===== config.mk =====
export PLATFORM = sky130hd
export DESIGN_NAME = char_lcd_parallel_write_sequencer
export DESIGN_NICKNAME = d
export VERILOG_FILES = /design/src/hdl/lcdws_pkg.sv /design/src/hdl/lcdws_front.sv /design/src/hdl/lcdws_queue.sv /design/src/hdl/lcdws_back.sv /design/src/hdl/char_lcd_parallel_write_sequencer.sv
export SDC_FILE = /design/constraint.sdc
export NUM_CORES = 1
export LEC_CHECK = 0
export ABC_AREA = 1
export ABC_CLOCK_PERIOD_IN_PS = 6950
export BUFFER_PORTS_ARGS = -buffer_cell sky130_fd_sc_hd__buf_2
export CAP_MARGIN = 20
export CORE_MARGIN = 3
export CORE_UTILIZATION = 55
export DETAILED_ROUTE_END_ITERATION = 6
export GPL_TIMING_DRIVEN = 1
export PLACE_DENSITY = 0.77
export SETUP_SLACK_MARGIN = 0.15
export SKIP_LAST_GASP = 1
export SLEW_MARGIN = 30
export SYNTH_ARGS = -nofsm -noshare
export SYNTH_HDL_FRONTEND = slang
export SYNTH_SLANG_ARGS = --single-unit

===== constraint.sdc =====
create_clock -name clk -period 6.95 [get_ports clk]
set_input_delay 0 -clock clk [delete_from_list [all_inputs] [get_ports clk]]
set_output_delay 0 -clock clk [all_outputs]
set_load 0.01 [all_outputs]

===== src/hdl/lcdws_pkg.sv =====
// ----------------------------------------------------------------------------
// lcdws_pkg
// Types and constants shared by the character LCD write sequencer modules.
// ----------------------------------------------------------------------------
`default_nettype none

package lcdws_pkg;

    // request kinds, coded as the func input
    typedef enum logic [1:0] {
        KIND_INIT  = 2'd0,
        KIND_CMD   = 2'd1,
        KIND_CHAR  = 2'd2,
        KIND_CLEAR = 2'd3
    } kind_t;

    // sub-phase of one byte write on the bus
    typedef enum logic [1:0] {
        SUB_SETUP   = 2'd0,
        SUB_STROBE  = 2'd1,
        SUB_RELEASE = 2'd2
    } sub_t;

    // configuration register indexes (byte address / 4)
    typedef enum logic [2:0] {
        REG_LINE_LENGTH = 3'd0,
        REG_PULSE_US    = 3'd1,
        REG_SETTLE_US   = 3'd2,
        REG_CLEAR_US    = 3'd3,
        REG_POWER_UP_US = 3'd4
    } reg_idx_t;

    localparam int unsigned POS_W  = 6;
    localparam int unsigned HOLD_W = 16;

    localparam logic [POS_W-1:0]  POS_MAX = 6'd63;

    localparam logic [7:0] CMD_FUNC_SET  = 8'h38;
    localparam logic [7:0] CMD_ENTRY     = 8'h06;
    localparam logic [7:0] CMD_DISP_ON   = 8'h0E;
    localparam logic [7:0] CMD_CLEAR     = 8'h01;
    localparam logic [7:0] CMD_LINE_TWO  = 8'hC0;

    // reset values of the configuration registers
    localparam logic [5:0]  RST_LINE_LENGTH = 6'd16;
    localparam logic [7:0]  RST_PULSE_US    = 8'd1;
    localparam logic [9:0]  RST_SETTLE_US   = 10'd40;
    localparam logic [15:0] RST_CLEAR_US    = 16'd2000;
    localparam logic [15:0] RST_POWER_UP_US = 16'd20000;

    // one request as queued between front and back
    typedef struct packed {
        kind_t      kind;
        logic [7:0] data;
        logic       jump;
    } item_t;

    // timing registers seen by the back end
    typedef struct packed {
        logic [7:0]  pulse_us;
        logic [9:0]  settle_us;
        logic [15:0] clear_us;
        logic [15:0] power_up_us;
    } timing_t;

    // command byte of each init write
    function automatic logic [7:0] init_cmd(input logic [1:0] widx);
        logic [7:0] cmd;
        case (widx)
            2'd0:    cmd = CMD_FUNC_SET;
            2'd1:    cmd = CMD_ENTRY;
            2'd2:    cmd = CMD_DISP_ON;
            default: cmd = CMD_CLEAR;
        endcase
        return cmd;
    endfunction

endpackage

`default_nettype wire


===== src/hdl/lcdws_front.sv =====
// ----------------------------------------------------------------------------
// lcdws_front
// Accepts requests, tracks the string character position and decides
// whether a second-line jump goes ahead of a character.
// ----------------------------------------------------------------------------
`default_nettype none

module lcdws_front (
    input  wire logic                   clk,
    input  wire logic                   rst_n,
    input  wire logic                   push,
    input  wire logic [1:0]             func,
    input  wire logic [7:0]             value,
    input  wire logic                   string_start,
    input  wire logic [5:0]             line_length,
    input  wire logic                   q_full,
    output logic                        q_wr,
    output lcdws_pkg::item_t            q_item
);

    logic [lcdws_pkg::POS_W-1:0] pos_reg;
    logic [lcdws_pkg::POS_W-1:0] pos_next;
    logic [lcdws_pkg::POS_W-1:0] pos_eff;
    logic                        accept;
    lcdws_pkg::kind_t            kind;

    assign accept = push && !q_full;
    assign kind   = lcdws_pkg::kind_t'(func);

    // position as seen by this character
    assign pos_eff = string_start ? '0 : pos_reg;

    // classify the request
    always_comb
    begin
        q_wr        = accept;
        q_item.kind = kind;
        q_item.data = value;
        q_item.jump = (kind == lcdws_pkg::KIND_CHAR) && (pos_eff == line_length)
                      && (pos_eff != lcdws_pkg::POS_MAX);
    end

    // saturating character counter
    always_comb
    begin
        pos_next = pos_reg;
        if (accept && (kind == lcdws_pkg::KIND_CHAR))
        begin
            if (pos_eff != lcdws_pkg::POS_MAX)
                pos_next = pos_eff + 1'b1;
            else
                pos_next = pos_eff;
        end
    end

    always_ff @(posedge clk or negedge rst_n)
    begin
        if (!rst_n)
            pos_reg <= '0;
        else
            pos_reg <= pos_next;
    end

endmodule

`default_nettype wire


===== src/hdl/lcdws_queue.sv =====
// ----------------------------------------------------------------------------
// lcdws_queue
// Short request queue between the front and the back end.
// ----------------------------------------------------------------------------
`default_nettype none

module lcdws_queue #(
    parameter int unsigned DEPTH = 4
) (
    input  wire logic             clk,
    input  wire logic             rst_n,
    input  wire logic             wr,
    input  wire lcdws_pkg::item_t wr_item,
    output logic                  full,
    input  wire logic             rd,
    output lcdws_pkg::item_t      rd_item,
    output logic                  empty
);

    localparam int unsigned AW = (DEPTH > 1) ? $clog2(DEPTH) : 1;
    localparam int unsigned CW = $clog2(DEPTH + 1);
    localparam logic [AW-1:0] LAST_IDX = AW'(DEPTH - 1);
    localparam logic [CW-1:0] FULL_CNT = CW'(DEPTH);

    lcdws_pkg::item_t mem [DEPTH];
    logic [AW-1:0]    wr_ptr_reg;
    logic [AW-1:0]    rd_ptr_reg;
    logic [CW-1:0]    cnt_reg;
    logic             do_wr;
    logic             do_rd;

    assign full    = (cnt_reg == FULL_CNT);
    assign empty   = (cnt_reg == '0);
    assign do_wr   = wr && !full;
    assign do_rd   = rd && !empty;
    assign rd_item = mem[rd_ptr_reg];

    // storage
    always_ff @(posedge clk)
    begin
        if (do_wr)
            mem[wr_ptr_reg] <= wr_item;
    end

    // pointers and fill count
    always_ff @(posedge clk or negedge rst_n)
    begin
        if (!rst_n)
        begin
            wr_ptr_reg <= '0;
            rd_ptr_reg <= '0;
            cnt_reg    <= '0;
        end
        else
        begin
            if (do_wr)
                wr_ptr_reg <= (wr_ptr_reg == LAST_IDX) ? '0 : wr_ptr_reg + 1'b1;
            if (do_rd)
                rd_ptr_reg <= (rd_ptr_reg == LAST_IDX) ? '0 : rd_ptr_reg + 1'b1;
            if (do_wr && !do_rd)
                cnt_reg <= cnt_reg + 1'b1;
            else if (do_rd && !do_wr)
                cnt_reg <= cnt_reg - 1'b1;
        end
    end

    // fill count stays within depth
    a_cnt_bound: assert property (@(posedge clk) disable iff (!rst_n)
        cnt_reg <= FULL_CNT)
        else $error("queue count above depth");

    // pointers agree with the fill count when empty
    a_empty_ptrs: assert property (@(posedge clk) disable iff (!rst_n)
        empty |-> (wr_ptr_reg == rd_ptr_reg))
        else $error("queue pointers differ while empty");

endmodule

`default_nettype wire


===== src/hdl/lcdws_back.sv =====
// ----------------------------------------------------------------------------
// lcdws_back
// Expands the queue head request into bus phases for the result register,
// one phase per cycle while a request waits and the output is free or popped.
// ----------------------------------------------------------------------------
`default_nettype none

module lcdws_back (
    input  wire logic                         clk,
    input  wire logic                         rst_n,
    input  wire lcdws_pkg::timing_t           timing,
    input  wire lcdws_pkg::item_t             head,
    input  wire logic                         q_empty,
    output logic                              q_rd,
    output logic                              empty,
    input  wire logic                         pop,
    output logic                              reg_select,
    output logic                              enable,
    output logic [7:0]                        bus_byte,
    output logic [lcdws_pkg::HOLD_W-1:0]      hold_us,
    output logic                              last
);

    logic                 fresh_reg;
    logic                 fresh_next;
    logic [1:0]           widx_reg;
    logic [1:0]           widx_next;
    lcdws_pkg::sub_t      sub_reg;
    lcdws_pkg::sub_t      sub_next;
    logic                 out_valid_reg;
    logic                 out_valid_next;

    logic                 pwr;
    logic [1:0]           eff_widx;
    lcdws_pkg::sub_t      eff_sub;
    logic [1:0]           last_widx;
    logic                 is_last;
    logic                 load;
    logic [15:0]          extra;
    logic [16:0]          rel_sum;
    logic                 ph_rs;
    logic                 ph_en;
    logic [7:0]           ph_byte;
    logic [15:0]          ph_hold;

    // position inside the head request
    always_comb
    begin
        pwr = fresh_reg && (head.kind == lcdws_pkg::KIND_INIT);
        if (fresh_reg)
        begin
            eff_widx = ((head.kind == lcdws_pkg::KIND_CHAR) && !head.jump) ? 2'd1 : 2'd0;
            eff_sub  = lcdws_pkg::SUB_SETUP;
        end
        else
        begin
            eff_widx = widx_reg;
            eff_sub  = sub_reg;
        end
        case (head.kind)
            lcdws_pkg::KIND_INIT: last_widx = 2'd3;
            lcdws_pkg::KIND_CHAR: last_widx = 2'd1;
            default:              last_widx = 2'd0;
        endcase
        is_last = !pwr && (eff_sub == lcdws_pkg::SUB_RELEASE) && (eff_widx == last_widx);
    end

    assign load  = !q_empty && (!out_valid_reg || pop);
    assign q_rd  = load && is_last;
    assign empty = !out_valid_reg;

    // byte, select and extra wait of the current write
    always_comb
    begin
        ph_rs = 1'b0;
        extra = '0;
        case (head.kind)
            lcdws_pkg::KIND_INIT:
            begin
                ph_byte = lcdws_pkg::init_cmd(eff_widx);
                extra   = (eff_widx == 2'd3) ? timing.clear_us : {6'd0, timing.settle_us};
            end
            lcdws_pkg::KIND_CMD:
            begin
                ph_byte = head.data;
            end
            lcdws_pkg::KIND_CHAR:
            begin
                ph_byte = (eff_widx == 2'd0) ? lcdws_pkg::CMD_LINE_TWO : head.data;
                ph_rs   = (eff_widx != 2'd0);
            end
            default:
            begin
                ph_byte = lcdws_pkg::CMD_CLEAR;
                extra   = timing.clear_us;
            end
        endcase
    end

    // hold time and strobe level of the phase
    assign rel_sum = {7'd0, timing.settle_us} + {1'b0, extra};

    always_comb
    begin
        ph_en = 1'b0;
        case (eff_sub)
            lcdws_pkg::SUB_SETUP:   ph_hold = '0;
            lcdws_pkg::SUB_STROBE:
            begin
                ph_hold = {8'd0, timing.pulse_us};
                ph_en   = 1'b1;
            end
            default:                ph_hold = rel_sum[16] ? 16'hFFFF : rel_sum[15:0];
        endcase
    end

    // step through the phases
    always_comb
    begin
        fresh_next     = fresh_reg;
        widx_next      = widx_reg;
        sub_next       = sub_reg;
        out_valid_next = out_valid_reg;
        if (pop)
            out_valid_next = 1'b0;
        if (load)
        begin
            out_valid_next = 1'b1;
            fresh_next     = 1'b0;
            if (pwr)
            begin
                widx_next = 2'd0;
                sub_next  = lcdws_pkg::SUB_SETUP;
            end
            else if (is_last)
            begin
                fresh_next = 1'b1;
                widx_next  = 2'd0;
                sub_next   = lcdws_pkg::SUB_SETUP;
            end
            else
            begin
                case (eff_sub)
                    lcdws_pkg::SUB_SETUP:
                    begin
                        widx_next = eff_widx;
                        sub_next  = lcdws_pkg::SUB_STROBE;
                    end
                    lcdws_pkg::SUB_STROBE:
                    begin
                        widx_next = eff_widx;
                        sub_next  = lcdws_pkg::SUB_RELEASE;
                    end
                    default:
                    begin
                        widx_next = eff_widx + 1'b1;
                        sub_next  = lcdws_pkg::SUB_SETUP;
                    end
                endcase
            end
        end
    end

    always_ff @(posedge clk or negedge rst_n)
    begin
        if (!rst_n)
        begin
            fresh_reg     <= 1'b1;
            widx_reg      <= '0;
            sub_reg       <= lcdws_pkg::SUB_SETUP;
            out_valid_reg <= 1'b0;
        end
        else
        begin
            fresh_reg     <= fresh_next;
            widx_reg      <= widx_next;
            sub_reg       <= sub_next;
            out_valid_reg <= out_valid_next;
        end
    end

    // result register
    always_ff @(posedge clk)
    begin
        if (load)
        begin
            reg_select <= pwr ? 1'b0 : ph_rs;
            enable     <= pwr ? 1'b0 : ph_en;
            bus_byte   <= pwr ? 8'd0 : ph_byte;
            hold_us    <= pwr ? timing.power_up_us : ph_hold;
            last       <= is_last;
        end
    end

    // between requests the write position is at its start
    a_fresh_sub: assert property (@(posedge clk) disable iff (!rst_n)
        fresh_reg |-> (sub_reg == lcdws_pkg::SUB_SETUP) && (widx_reg == 2'd0))
        else $error("sub-phase left over between requests");

    // the final phase of a request frees the queue head
    a_last_fresh: assert property (@(posedge clk) disable iff (!rst_n)
        (load && is_last) |=> fresh_reg)
        else $error("request not retired after its final phase");

    // command and clear requests never leave the first write
    a_single_write: assert property (@(posedge clk) disable iff (!rst_n)
        (!fresh_reg && !q_empty && ((head.kind == lcdws_pkg::KIND_CMD)
            || (head.kind == lcdws_pkg::KIND_CLEAR))) |-> (widx_reg == 2'd0))
        else $error("single write request moved past its write");

    // strobe phases only follow a setup phase of the same request
    a_strobe_mid: assert property (@(posedge clk) disable iff (!rst_n)
        (load && !pwr && (eff_sub == lcdws_pkg::SUB_STROBE)) |-> !fresh_reg)
        else $error("strobe phase at the start of a request");

endmodule

`default_nettype wire


===== src/hdl/char_lcd_parallel_write_sequencer.sv =====
// ----------------------------------------------------------------------------
// char_lcd_parallel_write_sequencer
// Turns LCD requests (init, command, character, clear) into 8-bit bus
// phases with RS, RW, EN, data and hold time.
//
//   port group     direction  handshake            contents
//   request        in         push / full          func, value, string_start
//   bus phase      out        empty / pop          reg_select, read_write, enable,
//                                                  bus_byte, hold_us, last
//   registers      in/out     psel/penable/pready  paddr, pwdata, prdata
//
// One bus phase leaves per cycle while requests wait and pop is held high: init
// expands into 13 phases, a command or clear into 3, a character into 3, or 6
// with the second-line jump.
// The front takes one request per cycle while the request queue has room.
// Reset clears the character position and the queue, marks the result register
// empty without clearing its contents, and loads the register defaults.
// A pop held low stalls the phase generator; the front keeps filling the queue.
// ----------------------------------------------------------------------------
`default_nettype none

module char_lcd_parallel_write_sequencer #(
    parameter int unsigned QUEUE_DEPTH = 4
) (
    input  wire logic         clk,
    input  wire logic         rst_n,
    // request side
    input  wire logic         push,
    output logic              full,
    input  wire logic [1:0]   func,
    input  wire logic [7:0]   value,
    input  wire logic         string_start,
    // phase side
    output logic              empty,
    input  wire logic         pop,
    output logic              reg_select,
    output logic              read_write,
    output logic              enable,
    output logic [7:0]        bus_byte,
    output logic [15:0]       hold_us,
    output logic              last,
    // register port
    input  wire logic         psel,
    input  wire logic         penable,
    input  wire logic         pwrite,
    input  wire logic [4:0]   paddr,
    input  wire logic [31:0]  pwdata,
    output logic [31:0]       prdata,
    output logic              pready
);

    logic [5:0]          line_length_reg;
    logic [7:0]          pulse_us_reg;
    logic [9:0]          settle_us_reg;
    logic [15:0]         clear_us_reg;
    logic [15:0]         power_up_us_reg;
    logic                cfg_wr;
    lcdws_pkg::reg_idx_t cfg_idx;
    lcdws_pkg::timing_t  timing;

    logic                q_wr;
    logic                q_rd;
    logic                q_empty;
    lcdws_pkg::item_t    q_wr_item;
    lcdws_pkg::item_t    q_head;

    assign pready     = 1'b1;
    assign read_write = 1'b0;
    assign cfg_wr     = psel && penable && pwrite && pready;
    assign cfg_idx    = lcdws_pkg::reg_idx_t'(paddr[4:2]);

    // configuration register writes
    always_ff @(posedge clk or negedge rst_n)
    begin
        if (!rst_n)
        begin
            line_length_reg <= lcdws_pkg::RST_LINE_LENGTH;
            pulse_us_reg    <= lcdws_pkg::RST_PULSE_US;
            settle_us_reg   <= lcdws_pkg::RST_SETTLE_US;
            clear_us_reg    <= lcdws_pkg::RST_CLEAR_US;
            power_up_us_reg <= lcdws_pkg::RST_POWER_UP_US;
        end
        else if (cfg_wr)
        begin
            case (cfg_idx)
                lcdws_pkg::REG_LINE_LENGTH: line_length_reg <= pwdata[5:0];
                lcdws_pkg::REG_PULSE_US:    pulse_us_reg    <= pwdata[7:0];
                lcdws_pkg::REG_SETTLE_US:   settle_us_reg   <= pwdata[9:0];
                lcdws_pkg::REG_CLEAR_US:    clear_us_reg    <= pwdata[15:0];
                lcdws_pkg::REG_POWER_UP_US: power_up_us_reg <= pwdata[15:0];
                default: ;
            endcase
        end
    end

    // register read back
    always_comb
    begin
        case (cfg_idx)
            lcdws_pkg::REG_LINE_LENGTH: prdata = {26'd0, line_length_reg};
            lcdws_pkg::REG_PULSE_US:    prdata = {24'd0, pulse_us_reg};
            lcdws_pkg::REG_SETTLE_US:   prdata = {22'd0, settle_us_reg};
            lcdws_pkg::REG_CLEAR_US:    prdata = {16'd0, clear_us_reg};
            lcdws_pkg::REG_POWER_UP_US: prdata = {16'd0, power_up_us_reg};
            default:                    prdata = '0;
        endcase
    end

    always_comb
    begin
        timing.pulse_us    = pulse_us_reg;
        timing.settle_us   = settle_us_reg;
        timing.clear_us    = clear_us_reg;
        timing.power_up_us = power_up_us_reg;
    end

    // request classification
    lcdws_front u_front (
        .clk          (clk),
        .rst_n        (rst_n),
        .push         (push),
        .func         (func),
        .value        (value),
        .string_start (string_start),
        .line_length  (line_length_reg),
        .q_full       (full),
        .q_wr         (q_wr),
        .q_item       (q_wr_item)
    );

    // request queue
    lcdws_queue #(
        .DEPTH (QUEUE_DEPTH)
    ) u_queue (
        .clk     (clk),
        .rst_n   (rst_n),
        .wr      (q_wr),
        .wr_item (q_wr_item),
        .full    (full),
        .rd      (q_rd),
        .rd_item (q_head),
        .empty   (q_empty)
    );

    // phase generation
    lcdws_back u_back (
        .clk        (clk),
        .rst_n      (rst_n),
        .timing     (timing),
        .head       (q_head),
        .q_empty    (q_empty),
        .q_rd       (q_rd),
        .empty      (empty),
        .pop        (pop),
        .reg_select (reg_select),
        .enable     (enable),
        .bus_byte   (bus_byte),
        .hold_us    (hold_us),
        .last       (last)
    );

endmodule

`default_nettype wire


=== After elaboration in Yosys (flattened, before gate mapping) ===
Memories as Yosys holds them, arrays and structs flattened.
Index checks and enable logic that the tools add are counted.

* RAM bits: 44
* Memories: 1
* Output and inout port bits: 63
* Logic and storage cells: 117
* Register bits: 102
* Bits of input ports: 55

{| class="wikitable"
|+ Memories
! memory !! words !! width !! read ports !! clocked after Yosys merged registers in !! write ports !! RTL line !! source
|-
| u_queue.mem || 4 || 11 || 1 || 0 || 1 || lcdws_queue.sv:25 || <nowiki>lcdws_pkg::item_t mem [DEPTH];</nowiki>
|}

* Bitwise logic cells: 1
* Multiplexer cells: 32
* Reductions and logical operators: 40
* Eq/ne operators: 18
* Add/subtract/negate cells: 7

{| class="wikitable"
|+ Operators with widths
! cell !! count
|-
| $pmux 16 s5 || 1
|-
| $pmux 16 s2 || 2
|-
| $mux 16 || 3
|-
| $pmux 8 s3 || 1
|-
| $mux 2 || 9
|-
| $pmux 6 s3 || 1
|-
| $add 10x16->17 || 1
|-
| $logic_and 1x1->1 || 16
|-
| $eq 2x2->1 const B || 7
|-
| $mux 6 || 2
|-
| $reduce_and 2->1 || 5
|-
| $mux 1 || 8
|-
| $mux 8 || 1
|-
| $pmux 2 s2 || 2
|-
| $logic_not 1->1 || 7
|-
| $add 2x1->2 const B || 3
|-
| $add 6x1->6 const B || 1
|-
| $eq 2x1->1 const B || 3
|-
| $eq 3x2->1 const B || 2
|-
| $eq 3x3->1 const B || 2
|-
| $eq 6x6->1 || 1
|-
| $logic_not 2->1 || 3
|-
| $logic_not 3->1 || 2
|-
| $mux 3 || 2
|-
| other kinds (9) || 13
|}

=== Logic depth before layout (Yosys ltp) ===
Gate-level depths: netlist (run 1).
An unclocked memory read counts as a cell.

* Depth in word-level cells: 12
* Depth in mapped cells: 30
* Gate-level depth less buffers: 29

=== Cells and area by module ===
A second synthesis (run 1) with hierarchy kept.

* Cell total of the unflattened synthesis: 1,010
* Area, all modules: 8,557.0 um^2

{| class="wikitable"
|+ Modules (own cells, without submodules)
! module !! seq. area each (um^2) !! area an instance (um^2) !! instances !! cells an instance
|-
| char_lcd_parallel_write_sequencer || 1,420.1 || 3,093.0 || 1 || 356
|-
| lcdws_back || 962.2 || 2,613.8 || 1 || 367
|-
| lcdws_queue || 1,496.4 || 2,225.9 || 1 || 189
|-
| lcdws_front || 150.1 || 624.3 || 1 || 98
|}

=== Worst setup path before layout (run 1) ===
OpenSTA, ideal clock, no wires.

* Path kind: reg-to-reg
* From: register u_queue.rd_ptr_reg[0]
* To: register u_back.hold_us[1] (netlist bit), data pin
* Period minus slack after synthesis: 3.554 ns
* Arrival time: 3.419 ns
* Data required time: 6.815 ns
* Buffers on the path: 4
* Setup slack: 3.396 ns
* Cell stages (with the launch flop): 29
* Cells stage by stage: dfrtp_1 > buf_6 > inv_4 > buf_6 > nand2_4 > nand3_2 > nand2_4 > nor2_1 > nand2_1 > nand2_1 > ha_1 > inv_1 > nand2_2 > buf_2 > o211ai_1 > inv_1 > ha_1 > inv_1 > fa_1 > inv_1 > nand3_1 > nand3_1 > inv_1 > nor2_4 > nand3_4 > buf_6 > nand2_1 > nand2_1 > nand3_1

* Longest elaborated chain between the ends: 12
* Elaborated cells between the ends (all ways): 17
* Classes of those cells: add/sub (1); eq/ne (3); mux (7); reduce/logical (5); memory (1)

{| class="wikitable"
|+ RTL lines
! what !! RTL line !! source
|-
| start: declaration || lcdws_queue.sv:27 || <nowiki>logic [AW-1:0] rd_ptr_reg;</nowiki>
|-
| start signal: assignment || lcdws_queue.sv:59 || <nowiki>rd_ptr_reg <= (rd_ptr_reg == LAST_IDX) ? '0 : rd_ptr_reg + 1'b1;</nowiki>
|-
| $mem_v2 4x11 * || -- ||
|-
| $eq 2x2->1 or $logic_not 1->1 (tied branches) || lcdws_back.sv:52, lcdws_back.sv:77 ||
|-
| $logic_and 1x1->1 || lcdws_back.sv:52 || <nowiki>eff_widx = ((head.kind == lcdws_pkg::KIND_CHAR) && !head.jump) ? 2'd1 : 2'd0;</nowiki>
|-
| $mux 1 || lcdws_back.sv:52 ||
|-
| $mux 2 || lcdws_back.sv:50 || <nowiki>if (fresh_reg)</nowiki>
|-
| $eq 2x2->1 || lcdws_back.sv:81 || <nowiki>extra = (eff_widx == 2'd3) ? timing.clear_us : {6'd0, timing.settle_us};</nowiki>
|-
| $mux 16 || lcdws_back.sv:81 ||
|-
| $pmux 16 s2 || lcdws_back.sv:77 || <nowiki>case (head.kind)</nowiki>
|-
| $add 10x16->17 || lcdws_back.sv:101 || <nowiki>assign rel_sum = {7'd0, timing.settle_us} + {1'b0, extra};</nowiki>
|-
| $mux 16 || lcdws_back.sv:113 || <nowiki>default: ph_hold = rel_sum[16] ? 16'hFFFF : rel_sum[15:0];</nowiki>
|-
| $pmux 16 s2 || lcdws_back.sv:106 || <nowiki>case (eff_sub)</nowiki>
|-
| $mux 16 * || lcdws_back.sv:190 || <nowiki>hold_us <= pwr ? timing.power_up_us : ph_hold;</nowiki>
|-
| end signal: assignment || lcdws_back.sv:190 ||
|-
| end: declaration || lcdws_back.sv:20 || <nowiki>output logic [lcdws_pkg::HOLD_W-1:0] hold_us,</nowiki>
|}

Every way passes the cells marked *; elsewhere a longest branch is shown, timed or not.
A chain may end at the register's enable or synchronous reset.

=== Final worst setup path (run 1) ===
* From: register u_queue.rd_ptr_reg[0]
* To: register u_back.hold_us[11] (netlist bit), data pin

Same word-level chain as after synthesis.

==> results of run 1 <==
==> what timing repair did <==
action | CTS | global route
buffers inserted | 0 | 0
hold endpoints to repair | 160 | 0
hold buffers | 30 | 0
==> how the worst max path moves through the flow <==
stage                                           start                      endpoint  cells after the start
finish              u_queue.rd_ptr_reg[0]$_DFFE_PN0P_  u_back.hold_us[11]$_DFFE_PP_                     26
global route        u_queue.rd_ptr_reg[0]$_DFFE_PN0P_  u_back.hold_us[11]$_DFFE_PP_                     26
CTS                 u_queue.rd_ptr_reg[0]$_DFFE_PN0P_   u_back.hold_us[2]$_DFFE_PP_                     26
detailed placement  u_queue.rd_ptr_reg[0]$_DFFE_PN0P_   u_back.hold_us[2]$_DFFE_PP_                     26
global placement    u_queue.rd_ptr_reg[0]$_DFFE_PN0P_   u_back.hold_us[2]$_DFFE_PP_                     26
floorplan           u_queue.rd_ptr_reg[0]$_DFFE_PN0P_   u_back.hold_us[1]$_DFFE_PP_                     28
==> cells in the mapped netlist, types with 9 or more instances <==
| cell type | count |
|---|---|
| sky130_fd_sc_hd__nand3_1 | 35 |
| sky130_fd_sc_hd__buf_4 | 18 |
| sky130_fd_sc_hd__clkbuf_1 | 16 |
| sky130_fd_sc_hd__nor2_1 | 44 |
| sky130_fd_sc_hd__inv_1 | 114 |
| sky130_fd_sc_hd__nand2_1 | 260 |
| sky130_fd_sc_hd__a21oi_1 | 26 |
| sky130_fd_sc_hd__dfrtp_1 | 59 |
| sky130_fd_sc_hd__o21ai_0 | 86 |
| sky130_fd_sc_hd__xor2_1 | 9 |
| sky130_fd_sc_hd__ha_1 | 20 |
| sky130_fd_sc_hd__edfxtp_1 | 71 |
| sky130_fd_sc_hd__dfstp_2 | 16 |
==> cell type report <==
class / count / area share, %
Tap cell: 176 / 2.41
Timing Repair Buffer: 116 / 8.21
Sequential cell: 146 / 44.2
Clock buffer: 18 / 4.70
Inverter: 117 / 4.84
Multi-Input combinational cell: 594 / 34.2
Clock inverter: 14 / 1.45
==> metal layers <==
metal | vias to the layer above | part of all wire, % | track usage [%] | wire length, um
li1 | 3101 | - | - | -
met1 | 2945 | 45 | 32.4 | 8160
met2 | 220 | 46 | 38.3 | 8410
met3 | 24 | 7.0 | 4.90 | 1270
met4 | 0 | 1.7 | 7.40 | 310
met5 | - | 0 | 0 | 0
==> through the flow <==
stage | worst slack, ps | total power (W) | util [%] | cells
after floorplan | 3400 | 0.00243 | - | 904
after global placement | 2050 | 0.00275 | 60.8 | 1119
after detailed placement | 1920 | 0.00279 | 60.9 | 1119
after CTS | 1870 | 0.00368 | 67.2 | 1181
after global routing | 1350 | 0.00394 | 67.3 | 1181
final | 1880 | 0.00368 | 67.3 | 1181
==> logic make-up after synthesis <==
family          Yosys count  share of synthesized area (%)
buf+inv                 164                           9.46
compound gates          159                           12.1
simple gates            379                           21.1
xor+xnor                 16                           1.80
flops                   146                           51.7
other cells               2                         0.0963
fa+ha+maj                22                           3.72
==> where the power goes <==
part / internal [W] / switching (W)
sequential: 0.00121 / 0.000140
combinational: 0.000508 / 0.000955
clock: 0.000495 / 0.000373
==> critical path, stage by stage, from the launching register on <==
cell and delay, ps:
sky130_fd_sc_hd__dfrtp_1 930, sky130_fd_sc_hd__inv_4 260, sky130_fd_sc_hd__nand2_1 150, sky130_fd_sc_hd__nand2_1 50, sky130_fd_sc_hd__nand2_1 60, sky130_fd_sc_hd__nand2_1 170
sky130_fd_sc_hd__nor2_1 140, sky130_fd_sc_hd__nand2_1 60, sky130_fd_sc_hd__nand2_1 160, sky130_fd_sc_hd__ha_1 290, sky130_fd_sc_hd__inv_1 110, sky130_fd_sc_hd__nand2_2 300
sky130_fd_sc_hd__inv_1 160, sky130_fd_sc_hd__o21ai_0 180, sky130_fd_sc_hd__o21bai_1 120, sky130_fd_sc_hd__inv_1 60, sky130_fd_sc_hd__ha_1 350, sky130_fd_sc_hd__nand2_1 100
sky130_fd_sc_hd__o21ai_0 280, sky130_fd_sc_hd__nand2_1 90, sky130_fd_sc_hd__nand3_1 120, sky130_fd_sc_hd__inv_1 80, sky130_fd_sc_hd__nor2_4 160, sky130_fd_sc_hd__nand3_4 210
sky130_fd_sc_hd__nand3_1 150, sky130_fd_sc_hd__nand2_1 70, sky130_fd_sc_hd__o21ai_0 80
==> results by group, run 1 <==
Run
  – Count of max-cap constraint violations: 0

Logic synthesis
  – Post-synth ARST share: between 50% and 60%
  – Post-Syn Area: ~8000 sq um
  – Avg Inst Size Synth: 8.78 sq um
  – Predominant post-synthesis flop cell: sky130_fd_sc_hd__edfxtp_1
  – Count of flip-flops with a built-in enable after synthesis: 71
  – Synthesis Warnings: 0
  – Sequential-to-total area share from yosys stat: about half
  – Leading post-synthesis cells by cell area: sky130_fd_sc_hd__edfxtp_1 27%, sky130_fd_sc_hd__dfrtp_1 19%, sky130_fd_sc_hd__nand2_1 13%
  – #FFs+latches synth: 146
  – Unique cell type count in the Yosys netlist: 48
  – Synthesized instance count: about 900
  – Largest area contributor in the synthesized netlist: sky130_fd_sc_hd__edfxtp_1
  – Post-synth top area share: between 20 and 30%

STA
  – Final critical-path required period: ~5000 ps
  – Measured slew at the worst slew-check pin: between 900 and 1000 ps
  – Unrepaired setup endpoints after global routing: no
  – Worst hold slack: approximately 150 ps
  – Maximum clock frequency: ~200 MHz
  – Final Skew: 7.54 ps
  – Portion of the clock cycle consumed by the worst path in the final layout: roughly 73%
  – Count of final setup violators: 0
  – Tightest slew margin relative to the limit: between 30% and 40%
  – Setup TNS: 0 ps
  – Count of final max-slew check failures: 0
  – Final Hold Viols: 0

Place
  – Final weighted congestion in routability-driven placement: between 0.8 and 0.9
  – Detailed Place HPWL: 12300 um
  – Count of buffers inserted at the top-level ports: approximately 80
  – Post-detailed-placement cell area: between 8000 and 9000 sq um

Route
  – Initial detailed-routing violation count: between 500 and 600
  – Drt pass-1 iters: 7
  – Mean number of vias per cell: about 5.3
  – Total detailed-routing wirelength: about 18000 um
  – Remaining routing DRC violations: 6
  – Via Count: 6290
  – Count of antenna-violating nets left after detailed routing: 0
  – Per-cell routed wire length: ~15 um

Run status
  – Outcome: finished, violations left
  – Violated checks: design-rule violations

Floorplanning
  – Placeable core area: about 14000 sq um
  – Num ports: around 120
  – Area of the die: between 15000 and 20000 sq um
  – Die X: 125 um
  – Height of the die: roughly 130 um
  – Initial Utilization: 57.5%
  – Standard-cell row count: 42

Setup path
  – Minimum setup slack among reg-to-reg paths: roughly 1900 ps
  – FF-to-FF path depth: 26
  – Setup Crit Path Kind: register to register
  – Destination of the worst register-to-register timing path: u_back.hold_us[11]$_DFFE_PP_
  – Worst Path Required: about 7200 ps
  – Crit. End Element: register
  – Crit Path Max Fanout: 26
  – Arrival time at the worst endpoint: 5340 ps
  – Worst setup SP type: register
  – Worst r2r src: u_queue.rd_ptr_reg[0]$_DFFE_PN0P_

CTS
  – Clock insertion delay at the later pin of the skew report: 440 ps
  – Reg clk slew, reported paths: roughly 60 ps
  – Clock root buffer: sky130_fd_sc_hd__clkbuf_16
  – Number of buffers inserted during clock tree synthesis: 17
  – CTS tree: built
  – H-tree level count: 4
  – Number of clock sinks: roughly 150
  – Cells resized by post-CTS repair: 0
  – Max clock buf depth: 2

Cells and area
  – Highest-count cells in the layout ignoring fill and taps: 258 x sky130_fd_sc_hd__nand2_1, 114 x sky130_fd_sc_hd__inv_1, 86 x sky130_fd_sc_hd__o21ai_0
  – Inserted Diodes: 0
  – Fill count: 1135
  – Most common library cell in the layout ignoring fill and taps: sky130_fd_sc_hd__nand2_1
  – Multi-input combinational cell area: roughly 3100 sq um
  – Area growth from synthesis to final layout: 17.0%
  – Largest Register: u_queue.mem
  – Share of post-route cells with drive strength above 1: about 17%
  – Flip-flop count of the largest register after layout: 44
  – Nets@finish: roughly 1100
  – Storage element area: 4030 sq um
  – Post-Layout Inst Area: between 9000 and 10000 sq um

Global routing
  – Largest net degree at the start of global routing: 76
  – Overall overflow remaining after global route: 0
  – Vias in the first global route: about 5900
  – First-pass GRT wire length: 29600 um
  – GRT Resource Usage Total: between 20% and 30%
  – Initial antenna violation count: 0

Hold path
  – Worst min-delay path category: primary input to asynchronous set/reset pin

Power and ir drop
  – Power per standard cell area: roughly 400 nW/um^2
  – Static Leak: between 4 and 5 nW
  – VDD IR max: 216 uV
No activity file was read; power rests on OpenSTA's default activity.
==> run 2: changes to the inputs <==
ABC_CLOCK_PERIOD_IN_PS = 4750   (was 6950)
clock period = 4.75 ns   (was 6.95 ns; I/O delays follow)
==> run 2 against run 1 <==
Die area unchanged; fmax increased by 19%; register-to-register slack got worse by 1400 ps; worst setup slack got worse by 1400 ps; highest routed layer unchanged; clock skew decreased by 1.6 ps; the run now ends clean; critical path depth increased by 1.
==> results by group, run 2 (synthesized netlist as in run 1, its figures left out) <==
Route
  – Via Count: 6444 (+2.4%)
  – Initial detailed-routing violation count: 513 (-4.8%)
  – Count of antenna-violating nets left after detailed routing: 0 (unchanged)
  – Remaining routing DRC violations: 0 (-6)
  – Drt pass-1 iters: 7 (unchanged)
  – Met1 wire length: 7980 um (-2.3%)
  – Per-cell routed wire length: 15.7 um (+1.8%)
  – Mean number of vias per cell: 5.43 (+2.0%)
  – Total detailed-routing wirelength: 18600 um (+2.3%)
  – Top routing layer in use: met4
  – DR WL met2: 8860 um (+5.3%)
  – Amount of wire on met3 after detailed routing: 1410 um (+11%)

STA
  – Count of final max-slew check failures: 0 (unchanged)
  – Unrepaired setup endpoints after global routing: no
  – Measured slew at the worst slew-check pin: 911 ps (-2.45 ps)
  – Final Hold Viols: 0 (unchanged)
  – Count of final setup violators: 0 (unchanged)
  – Final critical-path required period: 4260 ps (-815 ps)
  – Maximum clock frequency: 235 MHz (+19%)
  – Tightest slew margin relative to the limit: 39.0% (+0.16 points)
  – Portion of the clock cycle consumed by the worst path in the final layout: 89.7% (+17 points)
  – Final Skew: 5.92 ps (-1.62 ps)
  – Setup TNS: 0 ps (unchanged)
  – Post-route setup slack: 491 ps (-1390 ps)

Setup path
  – Crit. End Element: register
  – Delay contributed by the slowest stage of the critical path: 470 ps (-460 ps)
  – Arrival time at the worst endpoint: 4420 ps (-920 ps)
  – Setup Crit Path Kind: register to register
  – Worst Path Required: 4920 ps (-2300 ps)
  – Most frequent cell on the critical path: sky130_fd_sc_hd__nand2_1
  – Slowest CP cell: sky130_fd_sc_hd__dfrtp_2
  – Worst setup SP type: register
  – Crit Path Max Fanout: 22 (-15%)

Power and ir drop
  – Total power after layout: 0.00564 W (+53%)
  – Power per standard cell area: 608 nW/um^2 (+51%)
  – VDD IR max: 328 uV (+52%)
  – Static Leak: 4.41 nW (+1.4%)

Hold path
  – Worst min-delay path category: primary input to asynchronous set/reset pin

CTS
  – Max clock buf depth: 2 (unchanged)
  – Number of clock sinks: 146 (unchanged)
  – Reg clk slew, reported paths: 60 ps (about the same)
  – Clock root buffer: sky130_fd_sc_hd__clkbuf_16
  – Number of buffers inserted during clock tree synthesis: 17 (unchanged)
  – Clock insertion delay at the later pin of the skew report: 430 ps (about the same)
  – CTS tree: built
  – H-tree level count: 4 (unchanged)

Cells and area
  – Post-Layout Inst Area: 9270 sq um (+1.6%)
  – Highest-count cells in the layout ignoring fill and taps: 258 x sky130_fd_sc_hd__nand2_1, 114 x sky130_fd_sc_hd__inv_1, 85 x sky130_fd_sc_hd__o21ai_0
  – Inserted Diodes: 0 (unchanged)
  – Flip-flop count of the largest register after layout: 44 (unchanged)
  – Fill count: 1080 (-4.8%)
  – Share of post-route cells with drive strength above 1: 17.3% (+0.61 points)
  – Most common library cell in the layout ignoring fill and taps: sky130_fd_sc_hd__nand2_1
  – Final core area utilization: 68.4% (+1.1 points)
  – Largest Register: u_queue.mem
  – Nets@finish: 1074 (+0.47%)
  – Area growth from synthesis to final layout: 18.8%

Floorplanning
  – Placeable core area: 13600 sq um (unchanged)
  – Die X: 125 um (unchanged)
  – Height of the die: 125 um (unchanged)
  – Area of the die: 15600 sq um (unchanged)
  – Standard-cell row count: 42 (unchanged)
  – Initial Utilization: 57.5% (unchanged)
  – Num ports: 118 (unchanged)

Global routing
  – Overall overflow remaining after global route: 0 (unchanged)
  – First-pass GRT wire length: 29700 um (+0.23%)
  – Initial antenna violation count: 0 (unchanged)
  – Vias in the first global route: 6077 (+2.7%)
  – Largest net degree at the start of global routing: 76 (unchanged)
  – GRT Resource Usage Total: 23.7% (+0.029 points)

Run
  – Count of max-cap constraint violations: 0 (unchanged)

Place
  – Count of buffers inserted at the top-level ports: 81 (unchanged)
  – Post-detailed-placement cell area: 8270 sq um (+0.15%)
  – Pre-CTS setup slack: 356 ps (-1560 ps)
  – Detailed Place HPWL: 12300 um (+0.40%)
  – Final weighted congestion in routability-driven placement: 0.876 (-0.76%)

Run status
  – Outcome: complete, no violations
==> run 2: report_power, final <==
group          switching (W)  leakage [nW]  internal, W
clock network       0.000524         0.311     0.000949
registers           0.000186          1.60      0.00177
logic                0.00144          2.51     0.000763
==> run 2: worst max-delay path, delay by kind of cell (launching register included) <==
family                     cells  cell delay (ps)
and+or+nand+nor               16             1750
adders and majority gates      3              910
DFF                            1              470
buffers and inverters          7              790
AOI/OAI and AO/OA              1               80
==> run 2: routing by layer <==
layer  GRT usage [%]  vias to the layer above
li1                -                     3123
met1            32.6                     3014
met2            37.4                      276
met3            5.07                       31
met4            8.93                        0
met5               0                        -
==> run 2: layout make-up <==
cell class | count | area (sq um) | share of cell area, %
clock inverter | 12 | 205 | 2.21
timing repair buffer | 120 | 779 | 8.41
inverter | 117 | 442 | 4.77
multi-input combinational | 595 | 3140 | 33.9
sequential | 146 | 4030 | 43.5
tap | 176 | 220 | 2.38
clock buffer | 20 | 447 | 4.82
==> run 2: path summary, 6_finish.rpt <==
| kind | startpoint | end | slack, ps | cells after the start |
|---|---|---|---|---|
| min reg2reg | clear_us_reg[1]$_DFFE_PN0P_ | clear_us_reg[1]$_DFFE_PN0P_ | 490 | 2 |
| min | rst_n | clear_us_reg[2]$_DFFE_PN0P_ | 170 | 2 |
| max in group asynchronous | rst_n | u_queue.rd_ptr_reg[1]$_DFFE_PN0P_ | 4080 | 2 |
| min in group clk | paddr[4] | line_length_reg[4]$_DFFE_PN1P_ | 280 | 4 |
| max reg2reg | u_queue.rd_ptr_reg[0]$_DFFE_PN0P_ | u_back.hold_us[12]$_DFFE_PP_ | 490 | 27 |
| max | u_queue.rd_ptr_reg[0]$_DFFE_PN0P_ | u_back.hold_us[12]$_DFFE_PP_ | 490 | 27 |
==> run 2: timing repair <==
action | in CTS | in global routing
hold buffers | 30 | 0
setup endpoints to repair | 0 | 16
gates resized for setup | 0 | 5
endpoints found under the hold margin | 159 | 0
buffers inserted | 0 | 2
==> run 2: stage by stage <==
step	cells	hold slack, ps
CTS	1183	260
global route	1186	220
finish	1186	173
floorplan	904	-296
global placement	1121	199
detailed placement	1121	203
